$ cat src/sv/ntb_pkg.sv
// ----------------------------------------------------------------------------
// ntb_pkg
// Shared types and constants for the numbered timer bank.
// ----------------------------------------------------------------------------
package ntb_pkg;

    localparam int CNT_W = 31;
    localparam int ID_W  = 16;
    localparam int TPS_W = 16;

    localparam logic [CNT_W-1:0] CNT_MAX = {CNT_W{1'b1}};

    // operation codes
    localparam logic [1:0] OP_TICK  = 2'd0;
    localparam logic [1:0] OP_START = 2'd1;
    localparam logic [1:0] OP_QUERY = 2'd2;
    localparam logic [1:0] OP_CLEAR = 2'd3;

    // status codes
    localparam logic [1:0] ST_OK        = 2'd0;
    localparam logic [1:0] ST_NOT_FOUND = 2'd1;
    localparam logic [1:0] ST_FULL      = 2'd2;
    localparam logic [1:0] ST_ZERO_ID   = 2'd3;

    localparam logic [TPS_W-1:0] TPS_RESET = 16'd24;

    typedef struct packed {
        logic [1:0]       mode;
        logic [ID_W-1:0]  timer_id;
        logic [CNT_W-1:0] start_value;
        logic             count_up;
        logic             frame_mode;
    } t_in;

    typedef struct packed {
        logic [CNT_W-1:0] count_value;
        logic [1:0]       status;
    } t_out;

    // one slot record as held in the slot RAM
    typedef struct packed {
        logic [ID_W-1:0]  id;
        logic [CNT_W-1:0] ticks;
        logic [CNT_W-1:0] seconds;
        logic             up;
        logic             frame;
    } t_slot;

    localparam int SLOT_W = $bits(t_slot);

    typedef enum logic [2:0] {
        S_IDLE,
        S_SWEEP,
        S_DRAIN,
        S_COMMIT,
        S_DONE
    } t_state;

endpackage

$ cat src/sv/ntb_ram.sv
// ----------------------------------------------------------------------------
// ntb_ram
// Generic simple dual-port RAM: one write port, one read port, registered read.
// ----------------------------------------------------------------------------
module ntb_ram #(
    parameter int WIDTH = 8,
    parameter int DEPTH = 16
) (
    input  logic                                   i_clk,
    input  logic                                   i_we,
    input  logic [(DEPTH > 1 ? $clog2(DEPTH) : 1)-1:0] i_waddr,
    input  logic [WIDTH-1:0]                       i_wdata,
    input  logic [(DEPTH > 1 ? $clog2(DEPTH) : 1)-1:0] i_raddr,
    output logic [WIDTH-1:0]                       o_rdata
);

    logic [WIDTH-1:0] r_mem [DEPTH];
    logic [WIDTH-1:0] r_rdata;

    always_ff @(posedge i_clk) begin
        if (i_we) begin
            r_mem[i_waddr] <= i_wdata;
        end
        r_rdata <= r_mem[i_raddr];
    end

    assign o_rdata = r_rdata;

endmodule

$ cat src/sv/ntb_slot_alu.sv
// ----------------------------------------------------------------------------
// ntb_slot_alu
// Advance unit shared by all slots: computes one tick step of a slot record.
// ----------------------------------------------------------------------------
module ntb_slot_alu (
    input  ntb_pkg::t_slot                i_slot,
    input  logic [ntb_pkg::TPS_W-1:0]     i_tps,
    output ntb_pkg::t_slot                o_slot
);

    logic [ntb_pkg::TPS_W-1:0] tps_eff;
    logic [ntb_pkg::CNT_W:0]   tick_inc;
    logic                      sec_max;
    logic                      tick_zero;

    // a zero register behaves as one
    assign tps_eff   = (i_tps == '0) ? ntb_pkg::TPS_W'(1) : i_tps;
    assign tick_inc  = {1'b0, i_slot.ticks} + (ntb_pkg::CNT_W+1)'(1);
    assign sec_max   = (i_slot.seconds == ntb_pkg::CNT_MAX);
    assign tick_zero = (i_slot.ticks == '0);

    always_comb begin
        o_slot = i_slot;
        if (i_slot.frame) begin
            if (i_slot.up) begin
                if (i_slot.ticks != ntb_pkg::CNT_MAX) begin
                    o_slot.ticks = tick_inc[ntb_pkg::CNT_W-1:0];
                end
            end else if (!tick_zero) begin
                o_slot.ticks = i_slot.ticks - ntb_pkg::CNT_W'(1);
            end
        end else if (i_slot.up) begin
            if (tick_inc >= (ntb_pkg::CNT_W+1)'(tps_eff)) begin
                o_slot.ticks = '0;
                if (!sec_max) begin
                    o_slot.seconds = i_slot.seconds + ntb_pkg::CNT_W'(1);
                end
            end else begin
                o_slot.ticks = tick_inc[ntb_pkg::CNT_W-1:0];
            end
        end else begin
            if (tick_zero) begin
                o_slot.ticks = ntb_pkg::CNT_W'(tps_eff - ntb_pkg::TPS_W'(1));
                if (i_slot.seconds != '0) begin
                    o_slot.seconds = i_slot.seconds - ntb_pkg::CNT_W'(1);
                end
            end else begin
                o_slot.ticks = i_slot.ticks - ntb_pkg::CNT_W'(1);
            end
        end
    end

endmodule

$ cat src/sv/numbered_timer_bank.sv
// Tick, start and query sweep the slot RAM (one read per slot), then pass through
// the drain, commit and done states; done loads the output register. Clear and
// zero-id requests go from idle straight to done. A new request is accepted only
// in idle, after the last one has loaded its result, as all share one slot RAM
// read port and one advance unit. Reset (synchronous, active low): all slots free,
// ticks_per_second = 24, no result pending. No memory clearing pass is needed.
// ----------------------------------------------------------------------------
// numbered_timer_bank
// Bank of numbered timers; a sequencer sweeps the slot RAM through one shared
// advance/compare unit for every tick, start and query.
// ----------------------------------------------------------------------------
module numbered_timer_bank #(
    parameter int SLOT_COUNT = 16
) (
    input  logic                          i_clk,
    input  logic                          i_rst_n,
    input  logic                          i_in_valid,
    output logic                          o_in_ready,
    input  ntb_pkg::t_in                  i_in,
    output logic                          o_out_valid,
    input  logic                          i_out_ready,
    output ntb_pkg::t_out                 o_out,
    input  logic                          i_cfg_we,
    input  logic [ntb_pkg::TPS_W-1:0]     i_cfg_wdata
);

    localparam int IDX_W = (SLOT_COUNT > 1) ? $clog2(SLOT_COUNT) : 1;
    localparam logic [IDX_W-1:0] LAST_IDX = IDX_W'(SLOT_COUNT - 1);

    ntb_pkg::t_state           r_state, n_state;
    ntb_pkg::t_in              r_req, n_req;
    logic [IDX_W-1:0]          r_idx, n_idx;
    logic                      r_rd_vld, n_rd_vld;
    logic [IDX_W-1:0]          r_rd_idx, n_rd_idx;
    logic [SLOT_COUNT-1:0]     r_used, n_used;
    logic                      r_hit_vld, n_hit_vld;
    logic [IDX_W-1:0]          r_hit_idx, n_hit_idx;
    logic                      r_free_vld, n_free_vld;
    logic [IDX_W-1:0]          r_free_idx, n_free_idx;
    logic [ntb_pkg::CNT_W-1:0] r_count, n_count;
    logic [1:0]                r_status, n_status;
    logic                      r_out_vld, n_out_vld;
    ntb_pkg::t_out             r_out, n_out;
    logic [ntb_pkg::TPS_W-1:0] r_tps;

    logic                      ram_we;
    logic [IDX_W-1:0]          ram_waddr;
    ntb_pkg::t_slot            ram_wdata;
    ntb_pkg::t_slot            ram_rdata;
    ntb_pkg::t_slot            alu_out;
    logic                      in_acc;
    logic                      rd_used;

    ntb_ram #(
        .WIDTH (ntb_pkg::SLOT_W),
        .DEPTH (SLOT_COUNT)
    ) u_ram (
        .i_clk   (i_clk),
        .i_we    (ram_we),
        .i_waddr (ram_waddr),
        .i_wdata (ram_wdata),
        .i_raddr (r_idx),
        .o_rdata (ram_rdata)
    );

    ntb_slot_alu u_alu (
        .i_slot (ram_rdata),
        .i_tps  (r_tps),
        .o_slot (alu_out)
    );

    assign o_in_ready  = (r_state == ntb_pkg::S_IDLE);
    assign in_acc      = i_in_valid && o_in_ready;
    assign rd_used     = r_used[r_rd_idx];
    assign o_out_valid = r_out_vld;
    assign o_out       = r_out;

    always_ff @(posedge i_clk) begin
        if (!i_rst_n) begin
            r_tps <= ntb_pkg::TPS_RESET;
        end else if (i_cfg_we) begin
            r_tps <= i_cfg_wdata;
        end
    end

    always_ff @(posedge i_clk) begin
        if (!i_rst_n) begin
            r_state   <= ntb_pkg::S_IDLE;
            r_rd_vld  <= 1'b0;
            r_used    <= '0;
            r_out_vld <= 1'b0;
        end else begin
            r_state   <= n_state;
            r_rd_vld  <= n_rd_vld;
            r_used    <= n_used;
            r_out_vld <= n_out_vld;
        end
        r_req      <= n_req;
        r_idx      <= n_idx;
        r_rd_idx   <= n_rd_idx;
        r_hit_vld  <= n_hit_vld;
        r_hit_idx  <= n_hit_idx;
        r_free_vld <= n_free_vld;
        r_free_idx <= n_free_idx;
        r_count    <= n_count;
        r_status   <= n_status;
        r_out      <= n_out;
    end

    always_comb begin
        n_state    = r_state;
        n_req      = r_req;
        n_idx      = r_idx;
        n_rd_vld   = 1'b0;
        n_rd_idx   = r_idx;
        n_used     = r_used;
        n_hit_vld  = r_hit_vld;
        n_hit_idx  = r_hit_idx;
        n_free_vld = r_free_vld;
        n_free_idx = r_free_idx;
        n_count    = r_count;
        n_status   = r_status;
        n_out      = r_out;
        n_out_vld  = r_out_vld && !i_out_ready;
        ram_we     = 1'b0;
        ram_waddr  = r_rd_idx;
        ram_wdata  = alu_out;

        // data stage: slot read issued in the previous cycle
        if (r_rd_vld) begin
            if (r_req.mode == ntb_pkg::OP_TICK && rd_used) begin
                ram_we = 1'b1;
            end
            if (rd_used && ram_rdata.id == r_req.timer_id && !r_hit_vld) begin
                n_hit_vld = 1'b1;
                n_hit_idx = r_rd_idx;
                n_count   = ram_rdata.frame ? ram_rdata.ticks : ram_rdata.seconds;
            end
            if (!rd_used && !r_free_vld) begin
                n_free_vld = 1'b1;
                n_free_idx = r_rd_idx;
            end
        end

        unique case (r_state)
            ntb_pkg::S_IDLE: begin
                if (in_acc) begin
                    n_req      = i_in;
                    n_idx      = '0;
                    n_hit_vld  = 1'b0;
                    n_free_vld = 1'b0;
                    n_count    = '0;
                    n_status   = ntb_pkg::ST_OK;
                    if (i_in.mode == ntb_pkg::OP_CLEAR) begin
                        n_used  = '0;
                        n_state = ntb_pkg::S_DONE;
                    end else if (i_in.mode != ntb_pkg::OP_TICK && i_in.timer_id == '0) begin
                        n_status = ntb_pkg::ST_ZERO_ID;
                        n_state  = ntb_pkg::S_DONE;
                    end else begin
                        n_state = ntb_pkg::S_SWEEP;
                    end
                end
            end
            ntb_pkg::S_SWEEP: begin
                n_rd_vld = 1'b1;
                n_rd_idx = r_idx;
                if (r_idx == LAST_IDX) begin
                    n_state = ntb_pkg::S_DRAIN;
                end else begin
                    n_idx = r_idx + IDX_W'(1);
                end
            end
            ntb_pkg::S_DRAIN: begin
                n_state = ntb_pkg::S_COMMIT;
            end
            ntb_pkg::S_COMMIT: begin
                n_state = ntb_pkg::S_DONE;
                if (r_req.mode == ntb_pkg::OP_QUERY) begin
                    if (!r_hit_vld) begin
                        n_status = ntb_pkg::ST_NOT_FOUND;
                        n_count  = '0;
                    end
                end else if (r_req.mode == ntb_pkg::OP_START) begin
                    n_count = '0;
                    if (r_hit_vld || r_free_vld) begin
                        ram_we            = 1'b1;
                        ram_waddr         = r_hit_vld ? r_hit_idx : r_free_idx;
                        ram_wdata.id      = r_req.timer_id;
                        ram_wdata.up      = r_req.count_up;
                        ram_wdata.frame   = r_req.frame_mode;
                        ram_wdata.ticks   = r_req.frame_mode ? r_req.start_value : '0;
                        ram_wdata.seconds = r_req.frame_mode ? '0 : r_req.start_value;
                        n_used[ram_waddr] = 1'b1;
                    end else begin
                        n_status = ntb_pkg::ST_FULL;
                    end
                end else begin
                    n_count = '0;
                end
            end
            ntb_pkg::S_DONE: begin
                if (!r_out_vld || i_out_ready) begin
                    n_out_vld         = 1'b1;
                    n_out.count_value = r_count;
                    n_out.status      = r_status;
                    n_state           = ntb_pkg::S_IDLE;
                end
            end
            default: begin
                n_state = ntb_pkg::S_IDLE;
            end
        endcase
    end

endmodule

$ cat config.mk
export PLATFORM = sky130hd
export DESIGN_NAME = numbered_timer_bank
export DESIGN_NICKNAME = d
export VERILOG_FILES = /design/src/sv/ntb_pkg.sv /design/src/sv/ntb_ram.sv /design/src/sv/ntb_slot_alu.sv /design/src/sv/numbered_timer_bank.sv
export SDC_FILE = /design/constraint.sdc
export NUM_CORES = 2
export LEC_CHECK = 0
export BUFFER_PORTS_ARGS = -buffer_cell sky130_fd_sc_hd__buf_2
export CAP_MARGIN = 25
export CORE_MARGIN = 2
export CORE_UTILIZATION = 66
export CTS_BUF_LIST = sky130_fd_sc_hd__clkbuf_2
export DETAILED_ROUTE_END_ITERATION = 8
export GPL_ROUTABILITY_DRIVEN = 0
export HOLD_SLACK_MARGIN = 0.12
export MAX_ROUTING_LAYER = met4
export PLACE_DENSITY = 0.87
export SYNTH_ARGS = -nofsm -noshare
export SYNTH_HDL_FRONTEND = slang
export SYNTH_HIERARCHICAL = 1
export SYNTH_SLANG_ARGS = --single-unit
$ cat constraint.sdc
create_clock -name i_clk -period 20.7 [get_ports i_clk]
set_input_delay 4.14 -clock i_clk [delete_from_list [all_inputs] [get_ports i_clk]]
set_output_delay 4.14 -clock i_clk [all_outputs]
set_load 0.02 [all_outputs]
# Word-level counts from Yosys, hierarchy flattened
# Memories as Yosys holds them, arrays and structs flattened. A register that Yosys moved wholly into a read port is not among the register bits.
# Cells that the tools add are included.
word_totals:
  output_inout_bits: 35
  regBits: 172
  memories: 1
  mem_bits_rw: 1280
  input_bits: 72
classes:
  n_bitwise: 1
  n_lt_le_gt_ge: 4
  reduce_logical: 32
  addsub: 6
  eq_ne: 22
  mux: 77
memory_table:
  columns: ["name", "words", "word_bits", "read_ports", "rd_ports_with_merged_regs", "write_ports", "line_no", "rtl"]
  rows:
  - ["u_ram.r_mem", 16, 80, 1, 1, 1, "ntb_ram.sv:17", "logic [WIDTH-1:0] r_mem [DEPTH];"]
ops:
  columns: ["cell", "count"]
  rows:
  - ["$mux 31", 19]
  - ["$mux 80", 4]
  - ["$mux 16", 6]
  - ["$mux 62", 1]
  - ["$pmux 31 s2", 1]
  - ["$sub 31x1->31 const B", 2]
  - ["$add 31x1->32 const B", 1]
  - ["$ge 32x16->1", 1]
  - ["$logic_not 16->1", 2]
  - ["$pmux 16 s2", 1]
  - ["$add 31x1->31 const B", 1]
  - ["$eq 31x31->1 const B", 1]
  - ["$logic_not 31->1", 1]
  - ["$ne 31x31->1 const B", 1]
  - ["$reduce_bool 31->1", 1]
  - ["$mux 4", 7]
  - ["$mux 1", 21]
  - ["$sub 16x1->17 const B", 1]
  - ["$eq 16x16->1", 1]
  - ["$or 16x16->16", 1]
  - ["$mux 3", 5]
  - ["$pmux 3 s5", 1]
  - ["$mux 2", 7]
  - ["$ne 2x2->1 const B", 6]
  - ["25 further kinds", 49]

# Logic depth before layout (Yosys ltp)
logic_depth:
  depth_word: 11
  mapped_depth: 19
  depth_no_buf: 17

# By module
# The synthesis kept the hierarchy.
modules_own_cells:
  columns: ["mod", "seq_area_each_um2", "area_per_inst_um2", "instances", "cells_per_inst"]
  rows:
  - ["ntb_ram", 40038.4, 49422.4, 1, 2054]
  - ["numbered_timer_bank", 4424.2, 7977.7, 1, 754]
  - ["ntb_slot_alu", 0.0, 5038.6, 1, 798]

# Worst setup path before layout
# OpenSTA, ideal clock, no wires.
synth_path:
  path_kind: "input port to flip-flop"
  startpoint: "input port i_in_valid"
  endpoint: "register r_status[0], enable pin"
  arrival_ns: 8.343
  setup_time_ns: 0.329
  path_slack_ns: 12.029
  path_stages: 4
  cell_sequence: "nor4b_2 -> a21oi_1 -> clkbuf_1 -> nor3_1"
synth_between:
  elab_chain_len: 3
synth_rtl:
  columns: ["element", "line_no", "rtl"]
  rows:
  - ["start: declaration", "numbered_timer_bank.sv:17", "input logic i_in_valid,"]
  - ["$logic_and 1x1->1", "numbered_timer_bank.sv:73", "assign in_acc = i_in_valid && o_in_ready;"]
  - ["$ne 2x1->1 (no source line)", null, null]
  - ["$reduce_and 5->1 (no source line)", null, null]
  - ["end signal: assignment", "numbered_timer_bank.sv:106", "r_status <= n_status;"]
  - ["end: declaration", "numbered_timer_bank.sv:41", "logic [1:0] r_status, n_status;"]
# No other way between the ends.
# A chain may end at the register's enable or synchronous reset.

# Worst setup path after layout
layout_path:
  startpoint: "register r_state[2]"
  endpoint: "output port o_in_ready"
layout_between:
  elab_chain_len: 1
layout_rtl:
  columns: ["element", "line_no", "rtl"]
  rows:
  - ["start: declaration", "numbered_timer_bank.sv:30", "ntb_pkg::t_state r_state, n_state;"]
  - ["start signal: assignment", "numbered_timer_bank.sv:88", "r_state <= ntb_pkg::S_IDLE;"]
  - ["start signal: assignment", "numbered_timer_bank.sv:93", "r_state <= n_state;"]
  - ["$logic_not 3->1", "numbered_timer_bank.sv:72", "assign o_in_ready = (r_state == ntb_pkg::S_IDLE);"]
  - ["end: declaration", "numbered_timer_bank.sv:18", "output logic o_in_ready,"]
# No other way between the ends.

==> impl_results.md <==
* Leak at approximately 0.023 uW
* Register bit count reported by yosys at 1,532
* Min Hold Slack at 0.3096 ns
* Fin. Hold Viols at 0
* Sw Pwr at 2935 uW
* PD cells at 126.9 nW/um^2
* Setup crit end kind: primary output
* Clock share of power at 22.6%
* HP Class: flop to flop
* Switching share of power at 34.10%
* # IOs at 107
* Synth Cell Area at 62,440 um^2
* Critical Path Slowest Stage Cell: dfxtp_1
* Routed WL per cell at between 20 and 30 um
* Post-route DRC at 0
* CP peak stage delay at 0.46 ns
* Detailed-placement wirelength estimate at 91,820 um
* Fmax at around 150 MHz
* Clock skew at 0.2416 ns
* Most common library cells after synthesis: 1,378 x edfxtp_1, 331 x nand2_1, 320 x mux4_2
* Drt first pass iters at 7
* Post-synthesis mux area share at 13.56%
* TritonCTS Sinks at 1,532
* Ys Warns at 6
* Post-synth EDFFs at 1,378
* Synth cell types at 95
* Share of synthesized registers carrying an async set or reset at 0%
* Share of post-route cells with drive strength above 1 at 29.65%
* CP max FO at 12
* Die X at around 310 um
* Num CTS Buffers at 369
* Port Buf Inserts at 106
* Max clock buf depth at 4
* Yosys top cell by area: edfxtp_1
* Total congestion overflow at 0
* Final period utilization at 32.68%
* Crit path max-delay family: flip-flops
* Die Area at 97,080 um^2
* Die Ht at 311.6 um
* Syn Inst Count at 3,606
* Setup_tns at 0 ns
* Max-cap violation count at 0
* Nets@finish at 4,065
* Top-count cell post-synth: edfxtp_1
* Root buffer cell: clkbuf_2
* Initial antenna violation count at 4
* Reg clk slew, reported paths at 0.10 ns
* Worst-path cell chain: nor3_1 -> buf_2
* Crit path arrival time at 2.62 ns
* First-pass GRT wire length at 231,500 um
* Ys flop type: edfxtp_1
* Seq/Total Area, Yosys at 71.21%
* Unrepaired setup endpoints after global routing: false
* Tot GR Track Use at about a third
* Post-synthesis compound-gate area fraction at 5.024%
* VDD IR max at about 0.085 mV
* Simple-gate area share of the yosys netlist at 6.096%
* CP Class: flop to primary output
* Worst Setup Start Kind: flop
* PostCTS Resize Cnt at 0
* Combinational share of power at 27.2%
* Adder-Cell Fraction of Synth Area at less than 1%
* Core box area at ~93,000 um^2
* ANT nets after route at 0
* Pint at 5673 uW
* Final setup viols at 0
* Filler instances at approximately 5,500
* Post-CTS Setup Inserts at 0
* Via count at around 38,000
* Post-layout util at between 70 and 80%
* Area delta synth->final at 8.641%
* Largest family of logic cells by synthesized area: multiplexers
* Sequential Power Share at 50.2%
* Post-CTS Hold Buffers at 0
* Syn Area/Cell at between 15 and 20 um^2
* Worst Path Required at 16.56 ns
* H-tree levels at 5
* Initial Util at 66.80%
* Vias in the first global route at around 37,000
* Starting DRC count in detailed routing at 5,559
* Worst skew pair latency at around 1.7 ns
* Final WL at 158,600 um
* Synth top area cells: edfxtp_1 66%, mux4_2 12%, dfxtp_1 4.9%
* Rel. slew slack at roughly a quarter
* Net Count, Synth at approximately 3,700
* Xor-xnor portion of the synthesized cell area at 1.333%
* Pins over their slew limit at 0
* Buf/Inv on CP at 1
* Top-area cell type share of the netlist area at 66.27%
* Core Rows at 112
* Least-Margin Pin Slew at 1.119 ns
* Period minus WS final at 6.764 ns
* Largest net degree at the start of global routing at 144
* Vias per cell at 6.833
* CTS tree: done
* Status: finished clean
-- path summary, 6_finish.rpt --
check / from / end / slack (ns) / depth (start not counted)
min reg2reg: r_count[23]$_DFF_P_ / o_out[25]$_DFFE_PP_ / 0.31 / 0
max reg2reg: r_tps[10]$_SDFFE_PN0P_ / u_ram/r_mem[14][28]$_DFFE_PP_ / 14.44 / 17
max: r_state[2]$_SDFFE_PN0P_ / o_in_ready / 13.94 / 2
min: r_count[23]$_DFF_P_ / o_out[25]$_DFFE_PP_ / 0.31 / 0
-- stage by stage --
stage                     cell area [um^2]  power [uW]  setup WS, ns  cells
after detailed placement             64410        6642         14.69   4848
final                                67830        8608         13.94   5519
after floorplan                      62440        5845         12.03   3606
after global routing                 67820        8935         13.86   5515
after global placement               64310        6514         14.74   4830
after CTS                            67760        8549         13.97   5508
-- power by group through the flow --
stage	Combinational, uW	Clock [uW]	Sequential, uW
6_report	2340	1940	4320
3_3_place_gp	2140	0	4370
5_1_grt	2500	2110	4330
2_1_floorplan	1650	0	4200
3_5_place_dp	2270	0	4370
4_1_cts	2280	1970	4300
-- worst reg2reg max path: stages (launching register included) --
cell and delay, ns:
dfxtp_1 0.35, or4_1 0.59, nor4b_1 0.56, a31oi_1 0.31, inv_1 0.17, ha_1 0.23
nand2b_1 0.14, a21o_1 0.18, a211o_1 0.28, a2111oi_0 0.68, nand4_1 0.37, nor3_4 0.40
buf_4 0.51, o31ai_1 0.18, a311oi_2 0.30, nand2_1 0.10, o21ai_0 0.40, buf_2 0.32
-- layout by cell type (no fill, tap or decap), types with 62 or more instances in the layout --
master,n
a22oi_1,171
buf_2,120
buf_4,108
clkbuf_2,564
clkinv_1,69
dfxtp_1,152
edfxtp_1,1378
mux2i_1,62
mux4_2,320
nand2_1,330
nor2_1,101
nor3_1,66
o21ai_0,94
-- cells by family after synthesis --
group,count (synthesis)
buffers and inverters,286
AO/OA/AOI/OAI,456
AND/OR/NAND/NOR,775
multiplexers,436
adder cells (fa/ha/maj),26
flip-flops,1532
XOR/XNOR,95
-- metal layers --
metal / wire length (um) / up-vias / GRT usage, %
met5: 0 / - / -
met4: 6229 / 0 / 14.24
met3: 22110 / 525 / 9.197
met2: 75040 / 3255 / 50.43
met1: 55270 / 18560 / 44.20
li1: - / 15370 / -
-- flip-flops by register name (all words and copies together), names as in the netlist, 3 cells and up --
signal,flops
u_ram/o_rdata,80
r_rd_idx,4
r_used,16
r_req,51
r_hit_idx,4
r_count,31
n_rd_idx,4
r_free_idx,4
r_tps,16
u_ram/r_mem,1280
o_out,33
r_state,3
-- layout make-up --
| class | count | area (um^2) | share of cell area, % |
|---|---|---|---|
| clock buffer | 564 | 2823 | 4.161 |
| antenna | 9 | 22.52 | 0.03320 |
| inverter | 43 | 161.4 | 0.2379 |
| sequential | 1532 | 44470 | 65.56 |
| tap | 1254 | 1569 | 2.313 |
| multi-input combinational | 1788 | 16750 | 24.69 |
| timing repair buffer | 233 | 1510 | 2.226 |
| clock inverter | 96 | 529.3 | 0.7802 |
Note: power is estimated with default switching activity, not from simulation.
